[config.mk]
export PLATFORM = sky130hd
export DESIGN_NAME = sorted_list_insert_delete_top
export DESIGN_NICKNAME = d
export VERILOG_FILES = /design/src/rtl/core/slid_pkg.sv /design/src/rtl/core/slid_cell.sv /design/src/rtl/core/sorted_list_insert_delete_top.sv
export SDC_FILE = /design/constraint.sdc
export NUM_CORES = 2
export LEC_CHECK = 0
export ABC_AREA = 1
export BUFFER_PORTS_ARGS = -buffer_cell sky130_fd_sc_hd__buf_2
export CAP_MARGIN = 0
export CORE_UTILIZATION = 40
export CTS_BUF_LIST = sky130_fd_sc_hd__clkbuf_4
export DETAILED_ROUTE_END_ITERATION = 8
export GPL_ROUTABILITY_DRIVEN = 0
export SLEW_MARGIN = 25
export SYNTH_ARGS = -nofsm -noshare
export SYNTH_HDL_FRONTEND = slang
export SYNTH_SLANG_ARGS = --single-unit
[constraint.sdc]
create_clock -name clk -period 5.3 [get_ports clk]
set_clock_uncertainty 0.15 [all_clocks]
set_input_delay 1.06 -clock clk [delete_from_list [all_inputs] [get_ports clk]]
set_output_delay 1.06 -clock clk [all_outputs]
set_load 0.03 [all_outputs]
[src/rtl/core/slid_pkg.sv]
package slid_pkg;

  // List depth and derived widths
  localparam int CAPACITY = 16;
  localparam int CNT_W    = $clog2(CAPACITY + 1);
  localparam int VAL_W    = 32;
  localparam int ENTRY_W  = 5;
  localparam int STAT_W   = 2;

  // Operation codes on the func port
  localparam logic FN_INSERT = 1'b0;
  localparam logic FN_DELETE = 1'b1;

  // Result status codes
  localparam logic [STAT_W-1:0] ST_INSERTED  = 2'd0;
  localparam logic [STAT_W-1:0] ST_DELETED   = 2'd1;
  localparam logic [STAT_W-1:0] ST_NOT_FOUND = 2'd2;
  localparam logic [STAT_W-1:0] ST_FULL      = 2'd3;

  // Command broadcast to every cell
  typedef struct packed {
    logic                    ins;
    logic                    del;
    logic signed [VAL_W-1:0] value;
  } cmd_t;

  // What a cell shows its right-hand neighbor
  typedef struct packed {
    logic                    gt;
    logic signed [VAL_W-1:0] value;
  } link_t;

endpackage

[src/rtl/core/slid_cell.sv]
module slid_cell (
  input  logic                                     clk,
  input  slid_pkg::cmd_t                           cmd,
  input  logic                                     occ,
  input  slid_pkg::link_t                          left,
  input  logic signed [slid_pkg::VAL_W-1:0]        right_value,
  output slid_pkg::link_t                          link,
  output logic                                     eq
);

  logic signed [slid_pkg::VAL_W-1:0] value;
  logic signed [slid_pkg::VAL_W-1:0] value_next;
  logic                              gt;

  // Compare the stored value against the broadcast request value
  assign gt = occ && (value > cmd.value);
  assign eq = occ && (value == cmd.value);

  assign link.gt    = gt;
  assign link.value = value;

  // Pick the new content: keep, take the request value, or shift from a neighbor
  always_comb begin
    value_next = value;
    if (cmd.ins && !gt) begin
      if (left.gt) begin
        value_next = cmd.value;
      end else begin
        value_next = left.value;
      end
    end else if (cmd.del && !gt) begin
      value_next = right_value;
    end
  end

  always_ff @(posedge clk) begin
    value <= value_next;
  end

endmodule

[src/rtl/core/sorted_list_insert_delete_top.sv]
// Latency: the result strobe done rises in the cycle after the request is taken.
// Throughput: one request per cycle while busy is low; every cell compares and shifts
// in parallel, so the whole chain of cells updates together on an insert or delete.
// busy is high during reset and clears once reset is released; no clearing pass is needed.
// Reset empties the list (count to zero); stored values stay unknown until written.
// The receiver cannot stall: each result is shown for exactly one cycle.
module sorted_list_insert_delete_top (
  input  logic                                       clk,
  input  logic                                       rst,
  input  logic                                       start,
  output logic                                       busy,
  input  logic                                       func,
  input  logic signed [slid_pkg::VAL_W-1:0]          value,
  output logic                                       done,
  output logic [slid_pkg::STAT_W-1:0]                status,
  output logic signed [slid_pkg::VAL_W-1:0]          head_value,
  output logic [slid_pkg::ENTRY_W-1:0]               entry_count,
  output logic                                       is_empty
);

  logic [slid_pkg::CNT_W-1:0]       count;
  logic [slid_pkg::CNT_W-1:0]       count_next;
  logic [slid_pkg::STAT_W-1:0]      status_next;
  logic                             accept;
  logic                             full;
  logic                             found;
  slid_pkg::cmd_t                   cmd;
  slid_pkg::link_t                  links [slid_pkg::CAPACITY];
  logic [slid_pkg::CAPACITY-1:0]    eq_vec;
  logic [slid_pkg::CAPACITY-1:0]    occ_vec;

  assign accept = start && !busy;
  assign full   = (count == slid_pkg::CNT_W'(slid_pkg::CAPACITY));
  assign found  = |eq_vec;

  // Build the request broadcast to the cells
  always_comb begin
    cmd.value = value;
    cmd.ins   = accept && (func == slid_pkg::FN_INSERT) && !full;
    cmd.del   = accept && (func == slid_pkg::FN_DELETE) && found;
  end

  // Row of cells, head at index zero
  for (genvar i = 0; i < slid_pkg::CAPACITY; i++) begin : g_cell
    slid_pkg::link_t                   left_link;
    logic signed [slid_pkg::VAL_W-1:0] right_val;

    assign occ_vec[i] = (slid_pkg::CNT_W'(i) < count);

    if (i == 0) begin : g_head
      assign left_link.gt    = 1'b1;
      assign left_link.value = value;
    end else begin : g_body
      assign left_link = links[i-1];
    end

    if (i == slid_pkg::CAPACITY - 1) begin : g_tail
      assign right_val = links[i].value;
    end else begin : g_mid
      assign right_val = links[i+1].value;
    end

    slid_cell u_cell (
      .clk         (clk),
      .cmd         (cmd),
      .occ         (occ_vec[i]),
      .left        (left_link),
      .right_value (right_val),
      .link        (links[i]),
      .eq          (eq_vec[i])
    );
  end

  // Work out the new count and the status of this request
  always_comb begin
    count_next  = count;
    status_next = slid_pkg::ST_NOT_FOUND;
    if (func == slid_pkg::FN_INSERT) begin
      if (full) begin
        status_next = slid_pkg::ST_FULL;
      end else begin
        status_next = slid_pkg::ST_INSERTED;
      end
    end else if (found) begin
      status_next = slid_pkg::ST_DELETED;
    end
    if (cmd.ins) begin
      count_next = count + slid_pkg::CNT_W'(1);
    end else if (cmd.del) begin
      count_next = count - slid_pkg::CNT_W'(1);
    end
  end

  // Hold count, strobe and status
  always_ff @(posedge clk) begin
    if (rst) begin
      count  <= '0;
      done   <= 1'b0;
      busy   <= 1'b1;
      status <= slid_pkg::ST_INSERTED;
    end else begin
      busy  <= 1'b0;
      count <= count_next;
      done  <= accept;
      if (accept) begin
        status <= status_next;
      end
    end
  end

  // Drive the result fields from the updated list
  assign is_empty    = (count == '0);
  assign head_value  = is_empty ? '0 : links[0].value;
  assign entry_count = slid_pkg::ENTRY_W'(count);

  a_done_after_accept : assert property (@(posedge clk) disable iff (rst)
    done |-> $past(start && !busy))
    else $error("result strobe without a taken request");

  a_count_bound : assert property (@(posedge clk) disable iff (rst)
    count <= slid_pkg::CNT_W'(slid_pkg::CAPACITY))
    else $error("count above capacity");

  a_insert_grows : assert property (@(posedge clk) disable iff (rst)
    (done && status == slid_pkg::ST_INSERTED) |->
      count == slid_pkg::CNT_W'($past(count) + slid_pkg::CNT_W'(1)))
    else $error("insert did not grow the list by one");

  a_delete_shrinks : assert property (@(posedge clk) disable iff (rst)
    (done && status == slid_pkg::ST_DELETED) |->
      count == slid_pkg::CNT_W'($past(count) - slid_pkg::CNT_W'(1)))
    else $error("delete did not shrink the list by one");

  a_full_holds : assert property (@(posedge clk) disable iff (rst)
    (done && status == slid_pkg::ST_FULL) |->
      (count == slid_pkg::CNT_W'(slid_pkg::CAPACITY)) && $stable(count))
    else $error("dropped insert changed the list");

endmodule

* Word-level counts from Yosys, hierarchy flattened
Index checks and enable logic that the tools add are counted.
** Operators by class
- Add/sub/neg operators :: 2
- $lt $le $gt $ge :: 32
- Eq/ne operators :: 17
- Muxes and demuxes :: 52
- Bitwise gates (word level) :: 1
- Reduce and logical (&&, ||, !) cells :: 104
** Operators by type and width (count)
- 2-to-1 mux 32 bit :: 46
- equality test 32 bit :: 16
- > comparator 32 bit :: 16
- logical AND 1 bit :: 68
- < comparator 4 x 5 -> 1 bit (first input constant) :: 8
- nonzero test 2 bit :: 16
- < comparator 3 x 5 -> 1 bit (first input constant) :: 4
- zero test 1 bit :: 18
- OR reduction 16 bit :: 1
- < comparator 1 x 5 -> 1 bit (first input constant) :: 2
- < comparator 2 x 5 -> 1 bit (first input constant) :: 2
- 2-to-1 mux 5 bit :: 2
- 2-to-1 mux 2 bit :: 3
- adder 5 x 1 -> 5 bit (second input constant) :: 1
- equality test 5 bit (second input constant) :: 1
- zero test 5 bit :: 1
- subtractor 5 x 1 -> 5 bit (second input constant) :: 1
- 2-to-1 mux 1 bit :: 1
- NOT 1 bit :: 1
** Word-level totals
- Register bits :: 521
- Word-level logic and storage cells :: 228

* Depth between registers and ports, before layout
- Word-level depth :: 7
- Depth in mapped cells :: 21
- Depth with buffers taken out :: 20

* Cells and area by module
Synthesis repeated with hierarchy kept, for this count alone.
** Second synthesis, totals
- Cell total of the unflattened synthesis :: 5950
- Area total of the unflattened synthesis :: 43857.1 µm²
** Modules (own cells, without submodules)
- slid_cell (g_cell[0].u_cell ...) :: instances 15, cells an instance 360, area each 2673.8 µm²
- slid_cell (g_cell[15].u_cell) :: instances 1, cells an instance 364, area each 2680.1 µm²
- sorted_list_insert_delete_top :: instances 1, cells an instance 186, area each 1069.8 µm²

* Worst setup path before layout
Ideal clock, no wire load.
- Kind :: in2reg
- From :: input value[31] in the netlist's numbering
- To :: register g_cell[11].u_cell.value[0] in the netlist's numbering, enable pin
- Setup time :: 0.441 ns
- Arrival time :: 4.473 ns
- Data required time :: 4.709 ns
- Setup slack :: 0.236 ns
- Stages on the path :: 11
- Buffers on the path :: 1
- Cell sequence :: inv_1 > ha_1 > nand2_1 > nor2_1 > nand2_1 > nor2_1 > nand2_1 > nand2_1 > nand2_2 > clkbuf_1 > a31oi_1
** Between the ends
- Cells in the longest elaborated chain, start to end :: 6
- Elaborated cells between the ends (all ways) :: 40
- Those cells by class :: order compare: 1; eq/ne: 16; reduce/logical: 23
** RTL lines
- start, declared :: RTL line sorted_list_insert_delete_top.sv:13 : input logic signed [slid_pkg::VAL_W-1:0] value,
- parallel branches: the longest is 5 deep, another holds > comparator 32 bit
- nonzero test 2 bit (no source line) *
- end signal, assigned :: RTL line slid_cell.sv:37 : value <= value_next;
- end, declared :: RTL line slid_cell.sv:11 : logic signed [slid_pkg::VAL_W-1:0] value;
Mark *: on every way between the ends.
A chain may end at the register's enable or synchronous reset.

* Worst setup path after layout
- From :: input value[5] in the netlist's numbering
- To :: register g_cell[11].u_cell.value[16] in the netlist's numbering, enable pin
The elaborated chain is that of the path after synthesis.

==> flow_summary_export.csv <==
group,metric,value,unit
run_status,status,"finished, final reports clean",
critical_path,cp_common_cell,"nor2_1",
critical_path,rrSetupSlack,1770,ps
routing,num_vias,37500,
routing,drt-total-wl,129,mm
timing,setup-violations-final,0,
routing,avgRoutedWirePerCell,17.6,um
die,die_x,325,um
timing,rsz0062_at_grt,"no",
logic_synthesis,yosysWarnings,0,
critical_path,path_cells,"buf_2 > clkinv_1 > ha_1 > nand2_1 > nor2_1 > nand2_1 > nor2_1 > nand2_1 > nor2_1 > nor2_1 > nand3_1 > o21ai_4 > buf_4 > a31oi_4 > buf_12",
cts,clkSlewWorstSetupHoldPaths,60,ps
critical_path,worstSetupPathType,"primary input to register",
cts,clkLatencyLatePin,1080,ps
die,start_util,40.3,%
critical_path,cp.required,5870,ps
cts,h-tree-depth,4,
die,dieArea,106000,um^2
hold_path,min_path_type,"primary input to register",
global_routing,grt_max_degree,65,
routing,initialDrtViolationCount,2998,
routing,wl_met3,7.41,mm
routing,highest_layer,"met4",
placed_design,postPlaceCellArea,44200,um^2
logic_synthesis,ys_seq_elements,521,
global_routing,first_global_vias,36400,
cts,cts_buffers,154,
pwr,leakagePower,0.0232,uW
cts,cts_tree,"built",
global_routing,grt_pass1_wl,204,mm
cts,clock_sinks,521,
critical_path,slowest_stage,"clkinv_1",
timing,fmax,212,MHz
logic_synthesis,yosysSeqAreaShare,37.3,%
timing,hold_viol_final,0,
timing,max_slew_margin,28.3,%
logic_synthesis,synth_fp_nets,6280,
logic_synthesis,syn-instance-count,5728,
timing,period_needed,4710,ps
die,io_pins,78,
pwr,peakVddDrop,0.000149,V
finish,final_common_cell,"nand2_1",
die,placementRows,118,
logic_synthesis,netlist_area,41700,um^2
cts,cts_resized,0,
global_routing,grt_overflow,0,
logic_synthesis,ys_types,34,
timing,final.setup.tns,0,ps
finish,final_cell_mix,"nand2_1 (2,735), nand3_1 (524), ha_1 (516)",
placed_design,dp_hpwl,102,mm
cts,clockBufferDepth,3,
logic_synthesis,syn_avg_cell_area,7.28,um^2
die,core-area,103000,um^2
critical_path,critPathMaxFanout,32,
pwr,power.density,247,nW/um^2
routing,drt_first_pass_iters,8,
timing,worst_pin_slew,1070,ps
global_routing,grt_util_all_layers,24.3,%
timing,timing.hold.ws,165,ps
die,die_h,325,um
finish,final_cell_area,46200,um^2
routing,drc_errors,0,
finish,nets,6400,
critical_path,critPathLaunchType,"primary input",
global_routing,antenna_found_initial,8,
routing,routedLengthMet1,59.2,mm
flow_run,maxCapViolCount,0,
critical_path,cpPeakStageDelay,920,ps
timing,period_share,88.9,%
cts,root_buffer,"clkbuf_4",
routing,antenna_left,0,
routing,wl_met2,59.7,mm
placed_design,portBuffers,77,
finish,drive_gt1_share,9.57,%
finish,syn_to_final_growth,10.9,%
routing,vias_per_cell,5.12,
cts,cts_hold_buf,0,
critical_path,cp.arrival,5280,ps
timing,maxSlewViolCount,0,
cts,post_cts_buffers,0,
critical_path,critPathCaptureType,"register",
[synth_stat cells (all sizes together)]
cell,instances,area share (%)
a21oi,257,3.1
ha,516,15
nand2,2772,25
nand3b,1,0.018
dfxtp,9,0.43
a21o,23,0.41
xnor2,1,0.021
a31oi,4,0.060
o21bai,1,0.018
inv,331,3.0
buf,170,2.1
o21a,27,0.49
nor3,2,0.024
o211ai,1,0.018
nand3,530,6.4
o21ai,128,1.6
nand4,98,1.5
nor2,226,2.1
nor4,1,0.015
a21boi,9,0.23
clkbuf,103,0.93
edfxtp,512,37
xor2,6,0.13
[final cells by class]
type	count	area (um^2)
Multi-Input combinational cell	4603	23900
Tap cell	1380	1730
Inverter	331	1240
Fill cell	10500	57300
Sequential cell	521	15600
Timing Repair Buffer	237	1850
Clock inverter	37	353
Antenna cell	9	22.5
Clock buffer	217	1630
[registers in the layout, summed over array words and instances, names as in the netlist]
name	count
done	1
g_cell.u_cell.value	512
entry_count	5
status	2
busy	1
[kinds of logic (layout without fill, tap and decap cells)]
| logic type | Yosys count | count (layout) | share of synthesized area, % |
|---|---|---|---|
| other cells | 0 | 9 | 0 |
| buf+inv | 604 | 822 | 5.97 |
| xor+xnor | 7 | 7 | 0.147 |
| fa+ha+maj | 516 | 516 | 15.5 |
| compound gates | 450 | 450 | 5.90 |
| simple gates | 3630 | 3630 | 35.2 |
| flops | 521 | 521 | 37.3 |
[per-stage QoR]
step	utilization, %	total power, uW	std cells	setup slack (ps)
CTS	44.7	11500	7326	895
global route	44.7	12000	7332	459
floorplan	-	6550	5728	236
detailed placement	42.7	7330	7072	16.8
global placement	42.7	7280	7072	40.0
finish	44.7	11400	7335	589
[worst max-delay path: cells and delay by family]
family	cells	cell delay [ps]
adders and majority gates	1	670
and+or+nand+nor	8	1430
AOI/OAI and AO/OA	2	270
buffers and inverters	4	1790
[final timing paths]
| kind | start | to | depth (start not counted) |
|---|---|---|---|
| min | rst | busy$_DFF_P_ | 1 |
| min reg2reg | g_cell[15].u_cell.value[0]$_DFFE_PP_ | g_cell[14].u_cell.value[0]$_DFFE_PP_ | 2 |
| max | value[5] | g_cell[11].u_cell.value[16]$_DFFE_PP_ | 15 |
| max reg2reg | g_cell[3].u_cell.value[27]$_DFFE_PP_ | g_cell[11].u_cell.value[16]$_DFFE_PP_ | 13 |
[routing by layer]
layer | vias to the layer above | global-route usage [%]
li1 | 19300 | -
met1 | 17000 | 32.8
met2 | 1090 | 40.1
met3 | 186 | 3.09
met4 | 0 | 8.10
met5 | - | 0
[where the power goes]
group | switching [uW] | total (uW) | internal [uW]
combinational | 1680 | 2420 | 744
sequential | 124 | 4840 | 4710
clock | 1910 | 4160 | 2250
Note: power is estimated with default switching activity, not from simulation.
